===== config.mk =====
export PLATFORM = sky130hd
export DESIGN_NAME = dfme_fir
export DESIGN_NICKNAME = d
export VERILOG_FILES = /design/src/design/dfme_pkg.sv /design/src/design/dfme_fir.sv
export SDC_FILE = /design/constraint.sdc
export NUM_CORES = 2
export LEC_CHECK = 0
export BUFFER_PORTS_ARGS = -buffer_cell sky130_fd_sc_hd__buf_4
export CORE_UTILIZATION = 50
export CTS_CLUSTER_SIZE = 12
export DETAILED_ROUTE_END_ITERATION = 8
export PLACE_DENSITY = 0.65
export SLEW_MARGIN = 15
export SYNTH_ARGS = -nofsm -noshare
export SYNTH_HDL_FRONTEND = slang
export SYNTH_SLANG_ARGS = --single-unit

===== constraint.sdc =====
create_clock -name clock -period 12.45 [get_ports clock]
set_input_delay 0.6225 -clock clock [delete_from_list [all_inputs] [get_ports clock]]
set_output_delay 0.6225 -clock clock [all_outputs]
set_load 0.01 [all_outputs]

===== src/design/dfme_pkg.sv =====
`timescale 1ns / 1ps
// shared constants, types and arithmetic helpers for the decimating fir mu-law encoder
// no dependencies
package dfme_pkg;

   localparam int ROM_HALF = 32;
   localparam int SAMPLE_W = 24;
   localparam int IIR_ACC_W = 48;

   // Q2.16 fir coefficients for tap offsets 0..31 from the centre
   localparam logic signed [17:0] FIR_ROM [ROM_HALF] = '{
      18'sd18537, 18'sd16146, 18'sd10089, 18'sd3085, -18'sd2039, -18'sd3791, -18'sd2576,
      -18'sd138, 18'sd1658, 18'sd1878, 18'sd816, -18'sd504, -18'sd1155, -18'sd880,
      -18'sd95, 18'sd553, 18'sd669, 18'sd314, -18'sd152, -18'sd389, -18'sd304,
      -18'sd46, 18'sd164, 18'sd202, 18'sd97, -18'sd35, -18'sd101, -18'sd81,
      -18'sd16, 18'sd40, 18'sd57, 18'sd34
   };

   // Q.20 iir coefficients; feedback terms stored negated
   localparam logic signed [21:0] DC_ALPHA = 22'sd1043092;
   localparam logic signed [21:0] SH_B0 = 22'sd1371841;
   localparam logic signed [21:0] SH_B1 = -22'sd1611137;
   localparam logic signed [21:0] SH_B2 = 22'sd585577;
   localparam logic signed [21:0] SH_NA1 = 22'sd1090005;
   localparam logic signed [21:0] SH_NA2 = -22'sd387365;

   localparam logic signed [23:0] ONE_Q20 = 24'sd1048576;
   localparam logic [15:0] MU_CLIP = 16'd32635;
   localparam logic [15:0] MU_BIAS = 16'd132;

   typedef struct packed {
      logic clear;
      logic push;
      logic start;
   } fir_ctrl_type;

   // round half up, floor shift by 20, saturate to 24 bits
   function automatic logic signed [23:0] round_q20(input logic signed [47:0] acc);
      logic signed [47:0] s;
      logic signed [27:0] q;
      s = acc + 48'sd524288;
      q = 28'(s >>> 20);
      if (q > 28'sd8388607) return 24'sh7fffff;
      if (q < -28'sd8388608) return 24'sh800000;
      return 24'(q);
   endfunction

   function automatic int coef_at(input int t, input int half, input int frac);
      int k;
      int c;
      k = t - half;
      if (k < 0) k = -k;
      if (k >= ROM_HALF) return 0;
      c = int'(FIR_ROM[k]);
      if (frac >= 16) return c <<< (frac - 16);
      return (c + (1 <<< (15 - frac))) >>> (16 - frac);
   endfunction

   function automatic logic [7:0] mulaw_encode(input logic signed [15:0] pcm);
      logic sgn;
      logic [15:0] mag;
      logic [2:0] ex;
      logic [3:0] mant;
      logic found;
      sgn = pcm[15];
      mag = sgn ? 16'(-pcm) : 16'(pcm);
      if (mag > MU_CLIP) mag = MU_CLIP;
      mag = mag + MU_BIAS;
      ex = 3'd0;
      found = 1'b0;
      for (int i = 7; i >= 1; i--) begin
         if (!found && mag[i + 7]) begin
            ex = 3'(i);
            found = 1'b1;
         end
      end
      mant = 4'(mag >> ({1'b0, ex} + 4'd3));
      return ~{sgn, ex, mant};
   endfunction

endpackage


===== src/design/dfme_fir.sv =====
`timescale 1ns / 1ps
// delay line memory with fir multiply-accumulate and output scaling
// depends on dfme_pkg
module dfme_fir import dfme_pkg::*; #(
   parameter int TAP_COUNT = 63,
   parameter int COEF_WIDTH = 18
) (
   input  logic                       clock,
   input  logic                       reset,
   input  fir_ctrl_type               ctrl,
   input  logic signed [SAMPLE_W-1:0] fill,
   input  logic signed [SAMPLE_W-1:0] y,
   output logic                       done,
   output logic signed [15:0]         pcm
);

   localparam int AW = (TAP_COUNT > 1) ? $clog2(TAP_COUNT) : 1;
   localparam int HALF = TAP_COUNT / 2;
   localparam int ACC_W = SAMPLE_W + COEF_WIDTH + 8;
   localparam int FR = 20 + COEF_WIDTH - 2;
   localparam int LSH = (FR < 36) ? 36 - FR : 0;
   localparam int RSH = (FR > 36) ? FR - 36 : 0;
   localparam int MW = ACC_W + LSH;
   localparam logic [AW-1:0] LAST = AW'(TAP_COUNT - 1);

   logic signed [SAMPLE_W-1:0] mem [TAP_COUNT];
   logic [TAP_COUNT-1:0] valid_ff;
   logic signed [SAMPLE_W-1:0] fill_ff, rd_ff;
   logic [AW-1:0] wp_ff, wp_in, addr_ff, tap_ff;
   logic run_ff, dv_ff, dl_ff, rv_ff, p1_ff, p2_ff, done_ff, neg_ff;
   logic signed [COEF_WIDTH-1:0] coef_ff;
   logic signed [ACC_W-1:0] acc_ff;
   logic [36:0] clip_ff;
   logic signed [15:0] pcm_ff;

   logic signed [SAMPLE_W-1:0] opnd;
   logic signed [SAMPLE_W+COEF_WIDTH-1:0] prod;
   logic [ACC_W-1:0] mag;
   logic [MW-1:0] wide;
   logic [51:0] scaled;
   logic [15:0] pcm_mag;

   always_comb begin
      wp_in = wp_ff;
      if (ctrl.push) wp_in = (wp_ff == LAST) ? '0 : wp_ff + AW'(1);
      opnd = rv_ff ? rd_ff : fill_ff;
      prod = opnd * coef_ff;
      mag = acc_ff[ACC_W-1] ? ACC_W'(-acc_ff) : ACC_W'(acc_ff);
      wide = (MW'(mag) << LSH) >> RSH;
      scaled = {clip_ff, 15'b0} - {15'b0, clip_ff};
      pcm_mag = scaled[51:36];
   end

   always_ff @(posedge clock) begin
      if (ctrl.push) mem[wp_in] <= y;
      rd_ff <= mem[addr_ff];
   end

   always_ff @(posedge clock) begin
      if (reset) begin
         valid_ff <= '0;
         fill_ff <= '0;
         wp_ff <= '0;
         run_ff <= 1'b0;
         dv_ff <= 1'b0;
         dl_ff <= 1'b0;
         p1_ff <= 1'b0;
         p2_ff <= 1'b0;
         done_ff <= 1'b0;
      end else begin
         if (ctrl.clear) begin
            valid_ff <= '0;
            fill_ff <= fill;
         end else if (ctrl.push) begin
            valid_ff[wp_in] <= 1'b1;
         end
         wp_ff <= wp_in;
         if (ctrl.start) run_ff <= 1'b1;
         else if (run_ff && tap_ff == LAST) run_ff <= 1'b0;
         dv_ff <= run_ff;
         dl_ff <= run_ff && tap_ff == LAST;
         p1_ff <= dv_ff && dl_ff;
         p2_ff <= p1_ff;
         done_ff <= p2_ff;
      end
   end

   // address walk runs from the newest sample backwards through the ring
   always_ff @(posedge clock) begin
      if (ctrl.start) begin
         addr_ff <= wp_in;
         tap_ff <= '0;
      end else if (run_ff) begin
         addr_ff <= (addr_ff == '0) ? LAST : addr_ff - AW'(1);
         tap_ff <= tap_ff + AW'(1);
      end
      rv_ff <= valid_ff[addr_ff];
      coef_ff <= COEF_WIDTH'(coef_at(int'(tap_ff), HALF, COEF_WIDTH - 2));
      if (ctrl.start) acc_ff <= '0;
      else if (dv_ff) acc_ff <= acc_ff + ACC_W'(prod);
      if (p1_ff) begin
         neg_ff <= acc_ff[ACC_W-1];
         clip_ff <= (wide > (MW'(1) << 36)) ? 37'h1000000000 : wide[36:0];
      end
      if (p2_ff) pcm_ff <= neg_ff ? -$signed(pcm_mag) : $signed(pcm_mag);
   end

   assign done = done_ff;
   assign pcm = pcm_ff;

endmodule


Word-level counts from Yosys, hierarchy flattened
Memories as Yosys holds them, arrays and structs flattened. A register that Yosys moved wholly into a read port is not among the register bits.
Cells that the tools add are included.
- flip-flop bits (word level): 216
- bits in writable memories: 1512
- bits in read-only memories: 576
- input bits: 53
- logic and storage cells: 63
- memories: 2
- memories (memory ; words ; width ; rd ports ; clocked after Yosys merged registers in ; wr ports ; line ; source):
    mem ; 63 ; 24 ; 1 ; 1 ; 1 ; dfme_fir.sv:26 ; logic signed [SAMPLE_W-1:0] mem [TAP_COUNT];
    (name not given) ; 32 ; 18 ; 1 ; 1 ; 0 ; dfme_pkg.sv:54 ; c = int'(FIR_ROM[k]);
- $add $sub $neg: 9
- $mul: 1
- $lt $le $gt $ge: 6
- equal/unequal tests: 2
- mux-type cells: 18
- bitwise logic cells: 2
- reductions and logical operators: 7
- operators by type and width (kind ; number):
    OR 63 bit ; 1
    subtractor 52 x 37 -> 52 bit ; 1
    adder 50 x 42 -> 50 bit ; 1
    > comparator 50 x 37 -> 1 bit (second input constant) ; 1
    2-to-1 mux 50 bit ; 1
    negator 50 bit ; 1
    multiplier 24 x 18 -> 42 bit ; 1
    >= comparator 32 x 7 -> 1 bit (second input constant) ; 1
    2-to-1 mux 32 bit ; 1
    negator 7 -> 32 bit ; 1
    inverter 32 bit ; 1
    2-to-1 mux 6 bit ; 5
    2-to-1 mux 24 bit ; 1
    2-to-1 mux 16 bit ; 1
    negator 16 bit ; 1
    < comparator 6 x 7 -> 1 bit (second input constant) ; 2
    adder 6 x 1 -> 6 bit (second input constant) ; 2
    == test 6 bit (second input constant) ; 2
    < comparator 7 x 1 -> 1 bit (second input constant) ; 1
    2-to-1 mux 1 bit ; 7
    subtractor 6 x 5 -> 7 bit (second input constant) ; 1
    binary-select mux 1 bit (select 6 bit) ; 1
    demux 1 bit (select 6 bit) ; 1
    >= comparator 6 x 1 -> 1 bit (second input constant) ; 1
    5 further kinds ; 8

Longest topological paths before layout
- depth after elaboration: 8
- gate-level depth with buffers: 29

Least setup slack after synthesis
OpenSTA, ideal clock, no wires.
- kind: flip-flop to flip-flop
- start point: register rv_ff
- end point: register acc_ff[49]
- data arrival time: 8179 ps
- path slack: 4150 ps
- cell stages (with the launch flop): 26
- path buffers: 3
- cell sequence: dfxtp_1 > clkbuf_1 > clkbuf_1 > mux2_2 > clkbuf_1 > nand2_1 > fa_1 > inv_1 > fa_1 > inv_1 > fa_1 > inv_1 > fa_1 > fa_1 > fa_1 > ha_1 > ha_1 > a21o_1 > a21o_1 > a21o_1 > a221o_1 > o21ai_0 > a31oi_1 > or3_1 > a21boi_0 > mux2_2
- longest elaborated chain between the ends: 3
- RTL lines (element ; line ; source):
    from (decl) ; dfme_fir.sv:30 ; logic run_ff, dv_ff, dl_ff, rv_ff, p1_ff, p2_ff, done_ff, neg_ff;
    from (signal assigned) ; dfme_fir.sv:97 ; rv_ff <= valid_ff[addr_ff];
    2-to-1 mux 24 bit ; dfme_fir.sv:46 ; opnd = rv_ff ? rd_ff : fill_ff;
    multiplier 24 x 18 -> 42 bit ; dfme_fir.sv:47 ; prod = opnd * coef_ff;
    adder 50 x 42 -> 50 bit ; dfme_fir.sv:100 ; else if (dv_ff) acc_ff <= acc_ff + ACC_W'(prod);
    to (signal assigned) ; dfme_fir.sv:100 ;
    to (decl) ; dfme_fir.sv:32 ; logic signed [ACC_W-1:0] acc_ff;
Every way passes these cells.
A chain may end at the register's enable or synchronous reset.

Worst setup path in the final report
- start point: register rv_ff
- end point: register acc_ff[41]
Same word-level chain as after synthesis.

==> flow_summary.yaml <==
final_layout:
  final_nets: 6933
  mostFrequentLayoutCells: "edfxtp_1, inv_1, fa_1, mux2i_1, nand2_1"
  drive_above_1_share: 0.1294
  final_util: 0.5566
  layout_commonest_cell: "edfxtp_1"
  design_area_um2: 98450
  syn2layout_area_growth_pct: 10.16
yosys:
  syn_area_per_cell_um2: 14.47
  async_reset_ff_frac: 0
  syn_inst: 6177
  synth_flop_cell: "edfxtp_1"
  ys_warn_count: 0
  synth_seq_cells: 1768
  seq_area_frac_synth: 0.5721
  syn_nets: 6896
  synth_cell_types: 79
  synth_edf_count: 1572
  syn-cell-area_um2: 89370
worst_setup_path:
  cp_data_required_time_ps: 13130
  critPathArrivalTime_ps: 9700
  critPathSlowestCell: "dfxtp_2"
  crit_fanout: 36
  cp_top_family: "adder cells"
  path_cells: "mux2_2 > nand2_1 > fa_1 > inv_1 > fa_1 > clkinv_1 > fa_1 > inv_1 > fa_1 > fa_1 > fa_1 > ha_1 > ha_1 > nand4_1 > nor3_1 > nand3_1 > a21oi_1 > nor2_1 > o21ai_0 > a21o_1 > a211oi_1 > a221o_1"
  endpoint_kind: "flip-flop"
  critPathLaunchType: "flip-flop"
  path_common_cell: "fa_1"
  path_buf_inv: 3
  criticalPathCategory: "flip-flop to flip-flop"
  cp_slowest_stage_delay_ps: 970
sta:
  tns_ps: 0
  maxSlewViolCount: 0
  post-route-min-period_ps: 9013
  fin_ws_ps: 3437
  worst_pin_slew_ps: 1248
  fmax_mhz: 110.9
  fin_worst_skew_ps: 81.00
  finalCritPeriodShare: 0.7240
  relSlewSlack: 0.1661
  setup_viol: 0
  hold_violations: 0
  rsz0062_at_grt: "no"
power:
  power_uw: 20500
  peakVddDrop_mv: 0.1972
  power.density_nw_per_um2: 208.3
  power.leakage_uw: 0.03586
placed_design:
  numPortBuffers: 69
  dp_hpwl_mm: 145.0
  globalplace.congestion: 0.8735
  dp_slack_ps: 3604
  placedInstanceArea_um2: 92860
routing:
  dr_total_vias: 51830
  wl_per_cell_um: 26.43
  wirelength_mm: 229.7
  drtIter0Drc: 4787
  first_pass_iters: 6
  vias_per_cell: 5.963
  drcViolationCount: 0
  antenna_left: 0
outcome:
  status: "completed"
clock_tree:
  post-cts-setup-buffer-count: 0
  hold_buffers: 0
  cts-root-buf: "clkbuf_16"
  numCtsBuffers: 181
  cts.repair.resized: 0
  h-tree-depth: 4
  clock-sinks: 1768
  cts_tree: "built"
  clkLatencyLatePin_ps: 860
  cts_buffer_depth: 3
  clk_pin_slew_ps: 60
global_route:
  grt_pass1_wl_mm: 344.0
  grt_util_all_layers: 0.2584
  grt_pass1_vias: 53240
  grt_max_degree: 146
  antenna_found_initial: 11
  grt_overflow: 0
floorplanning:
  core.rowCount: 154
  start_util: 0.5052
  die_height_um: 424.8
  dieArea_um2: 180400
  coreArea_um2: 176900
  pin_count: 70
  dieWidth_um: 424.8
run:
  max_cap_viol_count: 0
min_path:
  min_path_type: "input port to flip-flop"
kinds of logic after synthesis:
| family | synth area share |
|---|---|
| AND/OR/NAND/NOR | 0.06636 |
| AO/OA/AOI/OAI | 0.06146 |
| adder cells (fa/ha/maj) | 0.1344 |
| flip-flops | 0.5721 |
| multiplexers | 0.1159 |
| buffers and inverters | 0.03796 |
| XOR/XNOR | 0.01186 |
routing by layer:
metal,GRT usage,part of all wire,vias to the layer above
li1,-,-,22720
met1,0.3284,0.39,26960
met2,0.4471,0.51,1721
met3,0.03644,0.058,431
met4,0.1028,0.042,8
met5,0,0.00026,-
per-stage QoR:
| step | instances | hold WS [ps] |
|---|---|---|
| 3_5_place_dp | 8370 | 449.8 |
| 6_report | 8692 | 60.37 |
| 3_3_place_gp | 8370 | 442.0 |
| 4_1_cts | 8689 | 6.197 |
| 2_1_floorplan | 6177 | 404.5 |
| 5_1_grt | 8691 | 37.89 |
report_power, final:
group          internal (uW)  switching, uW
registers               6590            184
clock network           2830           2290
logic                   3350           5260
total                  12800           7740
cell type report:
| cell class | count | area (um2) |
|---|---|---|
| clock buffer | 269 | 4940 |
| sequential | 1768 | 51130 |
| antenna | 2 | 5.005 |
| clock inverter | 50 | 626.9 |
| tap | 2340 | 2928 |
| multi-input combinational | 3516 | 35370 |
| fill | 14080 | 78440 |
| inverter | 592 | 2222 |
| timing repair buffer | 155 | 1226 |
flip-flops by register name, summed over array words and instances, names as in the netlist:
signal,count
rd_ff,24
wp_ff,6
p1_ff,1
tap_ff,6
dl_ff,1
mem,1512
coef_ff,16
clip_ff,37
valid_ff,63
dv_ff,1
fill_ff,24
rv_ff,1
acc_ff,50
run_ff,1
pcm,16
neg_ff,1
addr_ff,6
p2_ff,1
done,1
Yosys cell counts, types with 48 or more instances:
master,instances,area [um2]
o21a_1,70,525.5
a21oi_1,199,996.0
nand2_1,341,1280
and2_1,187,1170
o221ai_1,125,1095
buf_1,58,217.7
o22ai_1,55,344.1
clkbuf_1,231,867.1
o21ai_0,150,750.7
nor2_1,384,1441
mux4_2,281,6329
ha_1,178,2227
edfxtp_1,1572,47210
fa_1,488,9769
dfxtp_1,196,3924
inv_1,590,2215
mux2i_1,363,3633
xnor2_1,98,858.3
nand3_1,48,240.2
nor3_1,71,355.3
final timing paths:
check                      to  cells after the start      from  slack (ps)
hold / removal    fill_ff[21]                      3  fill[21]          60
setup / recovery   acc_ff[41]                     22     rv_ff        3440
hold reg to reg         p1_ff                      2     dl_ff         460
setup reg to reg   acc_ff[41]                     22     rv_ff        3440
worst reg2reg max path: cells and delay by family (launching register included):
kind / cells / cell delay [ps]
adder cells (fa/ha/maj): 8 / 3880
AO/OA/AOI/OAI: 5 / 1410
buffers and inverters: 3 / 1030
AND/OR/NAND/NOR: 5 / 1020
flip-flops: 1 / 970
multiplexers: 1 / 560
(Power assumes the default switching activity.)
