## config.mk

```make
export PLATFORM = sky130hd
export DESIGN_NAME = dfme_iir
export DESIGN_NICKNAME = d
export VERILOG_FILES = /design/src/design/dfme_pkg.sv /design/src/design/dfme_iir.sv
export SDC_FILE = /design/constraint.sdc
export NUM_CORES = 2
export LEC_CHECK = 0
export ABC_AREA = 1
export BUFFER_PORTS_ARGS = -buffer_cell sky130_fd_sc_hd__buf_4
export CORE_ASPECT_RATIO = 0.5
export CORE_UTILIZATION = 40
export CTS_CLUSTER_DIAMETER = 100
export DETAILED_ROUTE_END_ITERATION = 6
export GPL_TIMING_DRIVEN = 1
export REMOVE_ABC_BUFFERS = 1
export SYNTH_ARGS = -nofsm -noshare
export SYNTH_HDL_FRONTEND = slang
export SYNTH_SLANG_ARGS = --single-unit
export TNS_END_PERCENT = 1
```

## constraint.sdc

```tcl
create_clock -name clock -period 22.5 [get_ports clock]
set_clock_uncertainty 0.15 [all_clocks]
set_input_delay 4.5 -clock clock [delete_from_list [all_inputs] [get_ports clock]]
set_output_delay 4.5 -clock clock [all_outputs]
set_load 0.05 [all_outputs]
```

## src/design/dfme_pkg.sv

```systemverilog
`timescale 1ns / 1ps
// shared constants, types and arithmetic helpers for the decimating fir mu-law encoder
// no dependencies
package dfme_pkg;

   localparam int ROM_HALF = 32;
   localparam int SAMPLE_W = 24;
   localparam int IIR_ACC_W = 48;

   // Q2.16 fir coefficients for tap offsets 0..31 from the centre
   localparam logic signed [17:0] FIR_ROM [ROM_HALF] = '{
      18'sd18537, 18'sd16146, 18'sd10089, 18'sd3085, -18'sd2039, -18'sd3791, -18'sd2576,
      -18'sd138, 18'sd1658, 18'sd1878, 18'sd816, -18'sd504, -18'sd1155, -18'sd880,
      -18'sd95, 18'sd553, 18'sd669, 18'sd314, -18'sd152, -18'sd389, -18'sd304,
      -18'sd46, 18'sd164, 18'sd202, 18'sd97, -18'sd35, -18'sd101, -18'sd81,
      -18'sd16, 18'sd40, 18'sd57, 18'sd34
   };

   // Q.20 iir coefficients; feedback terms stored negated
   localparam logic signed [21:0] DC_ALPHA = 22'sd1043092;
   localparam logic signed [21:0] SH_B0 = 22'sd1371841;
   localparam logic signed [21:0] SH_B1 = -22'sd1611137;
   localparam logic signed [21:0] SH_B2 = 22'sd585577;
   localparam logic signed [21:0] SH_NA1 = 22'sd1090005;
   localparam logic signed [21:0] SH_NA2 = -22'sd387365;

   localparam logic signed [23:0] ONE_Q20 = 24'sd1048576;
   localparam logic [15:0] MU_CLIP = 16'd32635;
   localparam logic [15:0] MU_BIAS = 16'd132;

   typedef struct packed {
      logic clear;
      logic push;
      logic start;
   } fir_ctrl_type;

   // round half up, floor shift by 20, saturate to 24 bits
   function automatic logic signed [23:0] round_q20(input logic signed [47:0] acc);
      logic signed [47:0] s;
      logic signed [27:0] q;
      s = acc + 48'sd524288;
      q = 28'(s >>> 20);
      if (q > 28'sd8388607) return 24'sh7fffff;
      if (q < -28'sd8388608) return 24'sh800000;
      return 24'(q);
   endfunction

   function automatic int coef_at(input int t, input int half, input int frac);
      int k;
      int c;
      k = t - half;
      if (k < 0) k = -k;
      if (k >= ROM_HALF) return 0;
      c = int'(FIR_ROM[k]);
      if (frac >= 16) return c <<< (frac - 16);
      return (c + (1 <<< (15 - frac))) >>> (16 - frac);
   endfunction

   function automatic logic [7:0] mulaw_encode(input logic signed [15:0] pcm);
      logic sgn;
      logic [15:0] mag;
      logic [2:0] ex;
      logic [3:0] mant;
      logic found;
      sgn = pcm[15];
      mag = sgn ? 16'(-pcm) : 16'(pcm);
      if (mag > MU_CLIP) mag = MU_CLIP;
      mag = mag + MU_BIAS;
      ex = 3'd0;
      found = 1'b0;
      for (int i = 7; i >= 1; i--) begin
         if (!found && mag[i + 7]) begin
            ex = 3'(i);
            found = 1'b1;
         end
      end
      mant = 4'(mag >> ({1'b0, ex} + 4'd3));
      return ~{sgn, ex, mant};
   endfunction

endpackage

```

## src/design/dfme_iir.sv

```systemverilog
`timescale 1ns / 1ps
// dc blocker and optional high-shelf biquad on one shared multiply-accumulate
// depends on dfme_pkg
module dfme_iir import dfme_pkg::*; (
   input  logic                       clock,
   input  logic                       reset,
   input  logic                       start,
   input  logic                       restart,
   input  logic                       shelf_en,
   input  logic signed [SAMPLE_W-1:0] x,
   output logic                       done,
   output logic signed [SAMPLE_W-1:0] y
);

   typedef enum logic [2:0] {ST_IDLE, ST_DC, ST_DC_RND, ST_SH, ST_SH_RND} state_type;

   state_type state_ff;
   logic signed [SAMPLE_W-1:0] x_ff, dc_in_ff, dc_out_ff, ydc_ff, y_ff;
   logic signed [SAMPLE_W-1:0] in0_ff, in1_ff, out0_ff, out1_ff;
   logic signed [IIR_ACC_W-1:0] acc_ff;
   logic [2:0] step_ff;
   logic done_ff;

   logic signed [21:0] coef;
   logic signed [SAMPLE_W-1:0] opnd;
   logic signed [IIR_ACC_W-1:0] prod, rnd_acc, dc_diff;
   logic signed [SAMPLE_W-1:0] rnd;

   always_comb begin
      coef = DC_ALPHA;
      opnd = dc_out_ff;
      if (state_ff == ST_SH) begin
         case (step_ff)
            3'd0: begin coef = SH_B0; opnd = ydc_ff; end
            3'd1: begin coef = SH_B1; opnd = in0_ff; end
            3'd2: begin coef = SH_B2; opnd = in1_ff; end
            3'd3: begin coef = SH_NA1; opnd = out0_ff; end
            default: begin coef = SH_NA2; opnd = out1_ff; end
         endcase
      end
      prod = coef * opnd;
      dc_diff = (IIR_ACC_W'(x_ff) - IIR_ACC_W'(dc_in_ff)) <<< 20;
      rnd_acc = acc_ff;
      rnd = round_q20(rnd_acc);
   end

   always_ff @(posedge clock) begin
      if (reset) begin
         state_ff <= ST_IDLE;
         done_ff <= 1'b0;
         dc_in_ff <= '0;
         dc_out_ff <= '0;
         in0_ff <= '0;
         in1_ff <= '0;
         out0_ff <= '0;
         out1_ff <= '0;
         step_ff <= '0;
      end else begin
         done_ff <= (state_ff == ST_DC_RND && !shelf_en) || state_ff == ST_SH_RND;
         unique case (state_ff)
            ST_IDLE: begin
               if (start) begin
                  if (restart) begin
                     dc_in_ff <= '0;
                     dc_out_ff <= '0;
                     in0_ff <= '0;
                     in1_ff <= '0;
                     out0_ff <= '0;
                     out1_ff <= '0;
                  end
                  state_ff <= ST_DC;
               end
            end
            ST_DC: state_ff <= ST_DC_RND;
            ST_DC_RND: begin
               dc_in_ff <= x_ff;
               dc_out_ff <= rnd;
               step_ff <= '0;
               if (shelf_en) begin
                  state_ff <= ST_SH;
               end else begin
                  state_ff <= ST_IDLE;
               end
            end
            ST_SH: begin
               step_ff <= step_ff + 3'd1;
               if (step_ff == 3'd4) state_ff <= ST_SH_RND;
            end
            ST_SH_RND: begin
               in1_ff <= in0_ff;
               in0_ff <= ydc_ff;
               out1_ff <= out0_ff;
               out0_ff <= rnd;
               state_ff <= ST_IDLE;
            end
            default: state_ff <= ST_IDLE;
         endcase
      end
   end

   // payload
   always_ff @(posedge clock) begin
      if (state_ff == ST_IDLE && start) x_ff <= x;
      if (state_ff == ST_DC) acc_ff <= dc_diff + prod;
      if (state_ff == ST_DC_RND) begin
         ydc_ff <= rnd;
         y_ff <= rnd;
         acc_ff <= '0;
      end
      if (state_ff == ST_SH) acc_ff <= acc_ff + prod;
      if (state_ff == ST_SH_RND) begin
         if (rnd > ONE_Q20) y_ff <= ONE_Q20;
         else if (rnd < -ONE_Q20) y_ff <= -ONE_Q20;
         else y_ff <= rnd;
      end
   end

   assign done = done_ff;
   assign y = y_ff;

endmodule

```

### After elaboration in Yosys (flattened, before gate mapping)

Cells that the tools add are included.

| word-level totals | value |
|---|---|
| register bits after elaboration | 271 |
| memory bits (writable) | 0 |
| memories kept | 0 |
| output and inout port bits | 25 |
| bits of input ports | 29 |
| bits in read-only memories | 0 |
| bits in latches | 0 |
| logic and storage cells | 79 |

| operators by class | value |
|---|---|
| bitwise logic cells | 0 |
| eq/ne operators | 11 |
| div/mod/pow operators | 0 |
| $lt $le $gt $ge | 4 |
| multiplexer cells | 31 |
| reductions and logical operators | 14 |
| shifts and indexed selects | 0 |
| multipliers | 1 |
| add/subtract/negate cells | 5 |

Operators with widths:

| operator | count |
|---|---|
| $pmux 24 s2 | 6 |
| $mux 24 | 11 |
| $mux 48 | 3 |
| $pmux 24 s4 | 1 |
| $pmux 22 s4 | 1 |
| $add 48x21->48 const B | 1 |
| $add 48x46->48 | 1 |
| $add 45x46->47 | 1 |
| $mul 22x24->46 | 1 |
| $gt 28x24->1 const B | 1 |
| $lt 28x24->1 const B | 1 |
| $sub 24x24->25 | 1 |
| $gt 24x22->1 const B | 1 |
| $lt 24x21->1 const B | 1 |
| $mux 22 | 1 |
| $eq 3x2->1 const B | 4 |
| $pmux 3 s4 | 1 |
| $reduce_bool 2->1 | 4 |
| $eq 3x1->1 const B | 2 |
| $eq 3x3->1 const B | 2 |
| $logic_not 3->1 | 2 |
| $mux 3 | 2 |
| $pmux 3 s2 | 1 |
| $reduce_and 3->1 | 2 |
| 10 further kinds | 14 |

### Depth between registers and ports, before layout

| logic depth | value |
|---|---|
| word-level depth | 10 |
| gate-level depth with buffers | 55 |
| depth with buffers taken out | 53 |

### Least setup slack after synthesis

OpenSTA, ideal clock, no wires.

| timing | value |
|---|---|
| path kind | flip-flop to flip-flop |
| from | register step_ff[0] |
| to | register acc_ff[35] (data pin) |
| cell stages (with the launch flop) | 48 |
| setup slack | 12.713 ns |
| arrival time | 9.381 ns |
| buffers on the path | 2 |
| setup time | 0.256 ns |
| cell sequence | dfxtp_1 -> inv_1 -> ha_1 -> inv_1 -> nor2_1 -> clkbuf_1 -> buf_1 -> inv_1 -> nor2_1 -> a221oi_1 -> o211ai_1 -> o21ai_1 -> inv_1 -> nand2_1 -> fa_1 -> inv_1 -> fa_1 -> inv_1 -> (+12 left out) -> nor3_1 -> a21oi_1 -> o21ai_0 -> nand3_1 -> nand2_1 -> xor2_1 -> ha_1 -> nand2_1 -> o21ai_0 -> a21oi_1 -> o21ai_0 -> a21oi_1 -> o21ai_0 -> nand3_1 -> nand2_1 -> or2_2 -> nand3_1 -> nand2_1 |

| on the way | value |
|---|---|
| longest elaborated chain between the ends | 8 |
| elaborated cells on any way between the ends | 14 |
| those cells by class | 2 x add/sub; 1 x mul; 3 x eq/ne; 7 x mux; 1 x reduce/logical |

RTL lines:

| item | line | RTL |
|---|---|---|
| start, declared | dfme_iir.sv:21 | `logic [2:0] step_ff;` |
| start signal, assigned | dfme_iir.sv:86 | `step_ff <= step_ff + 3'd1;` |
| $eq 3x2->1 (tied with other cells) | dfme_iir.sv:33 | `case (step_ff)` |
| $pmux 24 s4 / $pmux 22 s4 (equally long branches) | dfme_iir.sv:33 |  |
| $mux 24 / $mux 22 (equally long branches) | dfme_iir.sv:32 | `if (state_ff == ST_SH) begin` |
| $mul 22x24->46 (*) | dfme_iir.sv:41 | `prod = coef * opnd;` |
| $add 45x46->47 | dfme_iir.sv:104 | `if (state_ff == ST_DC) acc_ff <= dc_diff + prod;` |
| $mux 48 | dfme_iir.sv:104 |  |
| $mux 48 | dfme_iir.sv:105 | `if (state_ff == ST_DC_RND) begin` |
| $mux 48 (*) | dfme_iir.sv:110 | `if (state_ff == ST_SH) acc_ff <= acc_ff + prod;` |
| end signal, assigned | dfme_iir.sv:104 |  |
| end signal, assigned | dfme_iir.sv:110 |  |
| end, declared | dfme_iir.sv:20 | `logic signed [IIR_ACC_W-1:0] acc_ff;` |

Mark *: on every way between the ends. The rest lies on a longest branch, timed or not. The select of a mux whose other input is x is not followed.
A chain may end at the register's enable or synchronous reset.

### Worst setup path in the final report

| timing | value |
|---|---|
| from | register step_ff[0] |
| to | register acc_ff[44] (data pin) |

Same word-level chain as after synthesis.

==> impl_metrics.env <==
export IMPL_outcome="complete, but fails checks"
export IMPL_failed_checks="capacitance limit, slew limit"
export IMPL_rows=77
export IMPL_hold_slack_ns=0.3094
export IMPL_clk_latency_ns=0.62
export IMPL_cts_buffers=29
export IMPL_syn_inst=4569
export IMPL_initialDrtViolationCount=3236
export IMPL_cts_resized=0
export IMPL_grt_max_degree=93
export IMPL_finalMaxSlewViolations=11
export IMPL_post_cts_buffers=0
export IMPL_syn_area_um2=36090
export IMPL_clock_sinks=271
export IMPL_grt_pass1_vias=31460
export IMPL_cts_tree="done"
export IMPL_arrival_ns=14.26
export IMPL_critPathKind="flop to flop"
export IMPL_rr_startpoint="step_ff[0]"
export IMPL_cp_end_kind="flop"
export IMPL_seq_area_frac_synth_pct=18.36
export IMPL_reg2regPathDepth=46
export IMPL_synth_seq_cells=271
export IMPL_post_synth_top_area_fraction_pct=30.18
export IMPL_rrSetupSlack_ns=8.54
export IMPL_die_h_um=214.4
export IMPL_cts_max_level=1
export IMPL_syn2layout_area_growth_pct=8.061
export IMPL_dieArea_um2=91500
export IMPL_fp_dieW_um=426.8
export IMPL_wl_per_cell_um=22.00
export IMPL_tns_ns=0
export IMPL_synth_most_common_cell="nand2_1"
export IMPL_ys_dominant_reg_cell="dfxtp_1"
export IMPL_fin_nets=5398
export IMPL_vias_per_cell=5.398
export IMPL_drtPass1Iterations=6
export IMPL_rsz0062_at_grt="false"
export IMPL_synth_top_area_cell="fa_1"
export IMPL_drv_cap=1
export IMPL_min_period_over_period_pct=62.04
export IMPL_grt_usage_pct=28.14
export IMPL_crit_fanout=36
export IMPL_required_ns=22.81
export IMPL_setup_viol=0
export IMPL_synthTopCellsByCount="nand2_1 (969), inv_1 (862), fa_1 (544)"
export IMPL_wl_mm=127.3
export IMPL_crit_top_cell="inv_1"
export IMPL_yosysUniqueCellTypes=54
export IMPL_start_kind="flop"
export IMPL_hold_viol=0
export IMPL_vias=31230
export IMPL_io_pins=54
export IMPL_nFillCells=9086
export IMPL_hp_start="dc_in_ff[15]"
export IMPL_regArea_um2=6626
export IMPL_slowest_stage="nor2_1"
export IMPL_layout_min_cycle_time_ns=13.96
export IMPL_critPathMaxStageDelay_ns=1.16
export IMPL_drive_above_1_share_pct=5.174
export IMPL_final_core_util_pct=43.90
export IMPL_synth_area_leaders="fa_1 (30%), nand2_1 (10%), edfxtp_1 (10%)"
export IMPL_grt_overflow=0
export IMPL_postSynth_asyncResetShare_pct=0
export IMPL_port_buffers=53
export IMPL_clk_pin_slew_ns=0.07
export IMPL_grt_pass1_wl_mm=194.4
export IMPL_dpl_hpwl_mm=102.7
export IMPL_root_buffer="clkbuf_16"
export IMPL_min_to="dc_in_ff[15]"
export IMPL_startpoint="step_ff[0]"
export IMPL_synth_warnings=0
export IMPL_synth_area_per_cell_um2=7.898
export IMPL_fmaxAchievable_mhz=71.64
export IMPL_postCtsHoldBufs=0
export IMPL_ant_nets=0
export IMPL_multi_input_area_um2=25680
export IMPL_worst_pin_slew_ns=1.557
export IMPL_drc=0
export IMPL_core_area_um2=88830
export IMPL_holdCritPathClass="flop to flop"
export IMPL_antenna_found_initial=1
export IMPL_cts_buffer_depth=3
export IMPL_synth_edf_count=120
export IMPL_start_util_pct=40.63
export IMPL_gp_congestion=1.023
export IMPL_slew_headroom_pct=-4.174
export IMPL_worstReg2RegEnd="acc_ff[44]"
export IMPL_hold_depth=2
[worst max-delay path by stage]
| stage | end | slack, ns | cells after the start |
|---|---|---|---|
| floorplan | acc_ff[47] | 8.76 | 39 |
| global placement | acc_ff[44] | 7.54 | 47 |
| detailed placement | acc_ff[36] | 8.81 | 46 |
| CTS | acc_ff[36] | 8.76 | 46 |
| global route | acc_ff[44] | 8.15 | 47 |
| finish | acc_ff[44] | 8.54 | 46 |
[kinds of logic after synthesis]
kind of cell / Yosys count / share of synthesized area (%)
AOI/OAI and AO/OA: 691 / 10.73
xor gates and xnor gates: 119 / 2.888
adders and majority gates: 792 / 38.78
buffers and inverters: 1016 / 10.66
DFF: 271 / 18.36
and+or+nand+nor: 1680 / 18.58
[sequential cells by signal, summed over array words and instances, names as in the netlist]
signal	cells
out0_ff	24
acc_ff	48
y	24
in0_ff	24
dc_in_ff	24
done	1
step_ff	3
state_ff	3
out1_ff	24
x_ff	24
dc_out_ff	24
in1_ff	24
ydc_ff	24
[critical path, delay by kind of cell, from the launching register on]
kind | cells | cell delay (ns)
AOI/OAI and AO/OA | 9 | 1.93
xor gates and xnor gates | 2 | 0.82
adders and majority gates | 10 | 4.66
buffers and inverters | 14 | 2.81
DFF | 1 | 0.33
and+or+nand+nor | 11 | 3.05
[cell usage in the layout, fill, tap and decap left out, types with 14 or more instances in the layout]
| cell type | count |
|---|---|
| nor3_1 | 29 |
| buf_4 | 117 |
| a21oi_1 | 398 |
| dfxtp_1 | 151 |
| a22o_1 | 19 |
| xor2_1 | 59 |
| o21a_1 | 15 |
| a31oi_1 | 14 |
| nand4_1 | 18 |
| nand3_1 | 107 |
| xnor2_1 | 60 |
| nor2_1 | 488 |
| a221oi_1 | 18 |
| ha_1 | 248 |
| fa_1 | 544 |
| o21ai_0 | 145 |
| nand2_1 | 969 |
| edfxtp_1 | 120 |
| clkbuf_16 | 31 |
| inv_1 | 860 |
[layer usage]
layer / GRT usage (%) / vias to the layer above / wire [µm] / share of wire (%)
li1: - / 14230 / - / -
met1: 40.78 / 15410 / 56330 / 44
met2: 41.39 / 1380 / 53710 / 42
met3: 7.390 / 220 / 13540 / 11
met4: 7.214 / 0 / 3737 / 2.9
met5: 0 / - / 0 / 0
[stage by stage]
stage               std cells  instance area [µm²]  setup slack, ns
floorplan                4429                35530            8.759
global placement         5730                37950            7.538
detailed placement       5731                37960            8.810
CTS                      5785                38990            8.761
global route             5785                38990            8.147
finish                   5786                39000            8.541
[final cells by class]
cell class,count,area share [%]
multi-input cells,3282,65.86
flip-flops and latches,271,16.99
inverters,876,8.432
well taps,1185,3.802
repair buffers,117,2.252
clock buffers,36,2.114
clock inverters,18,0.5390
diodes,1,0.006417
Power is left out: the tool's default activity adds up to more than one toggle a clock period on the data nets, which glitch-free logic cannot reach.
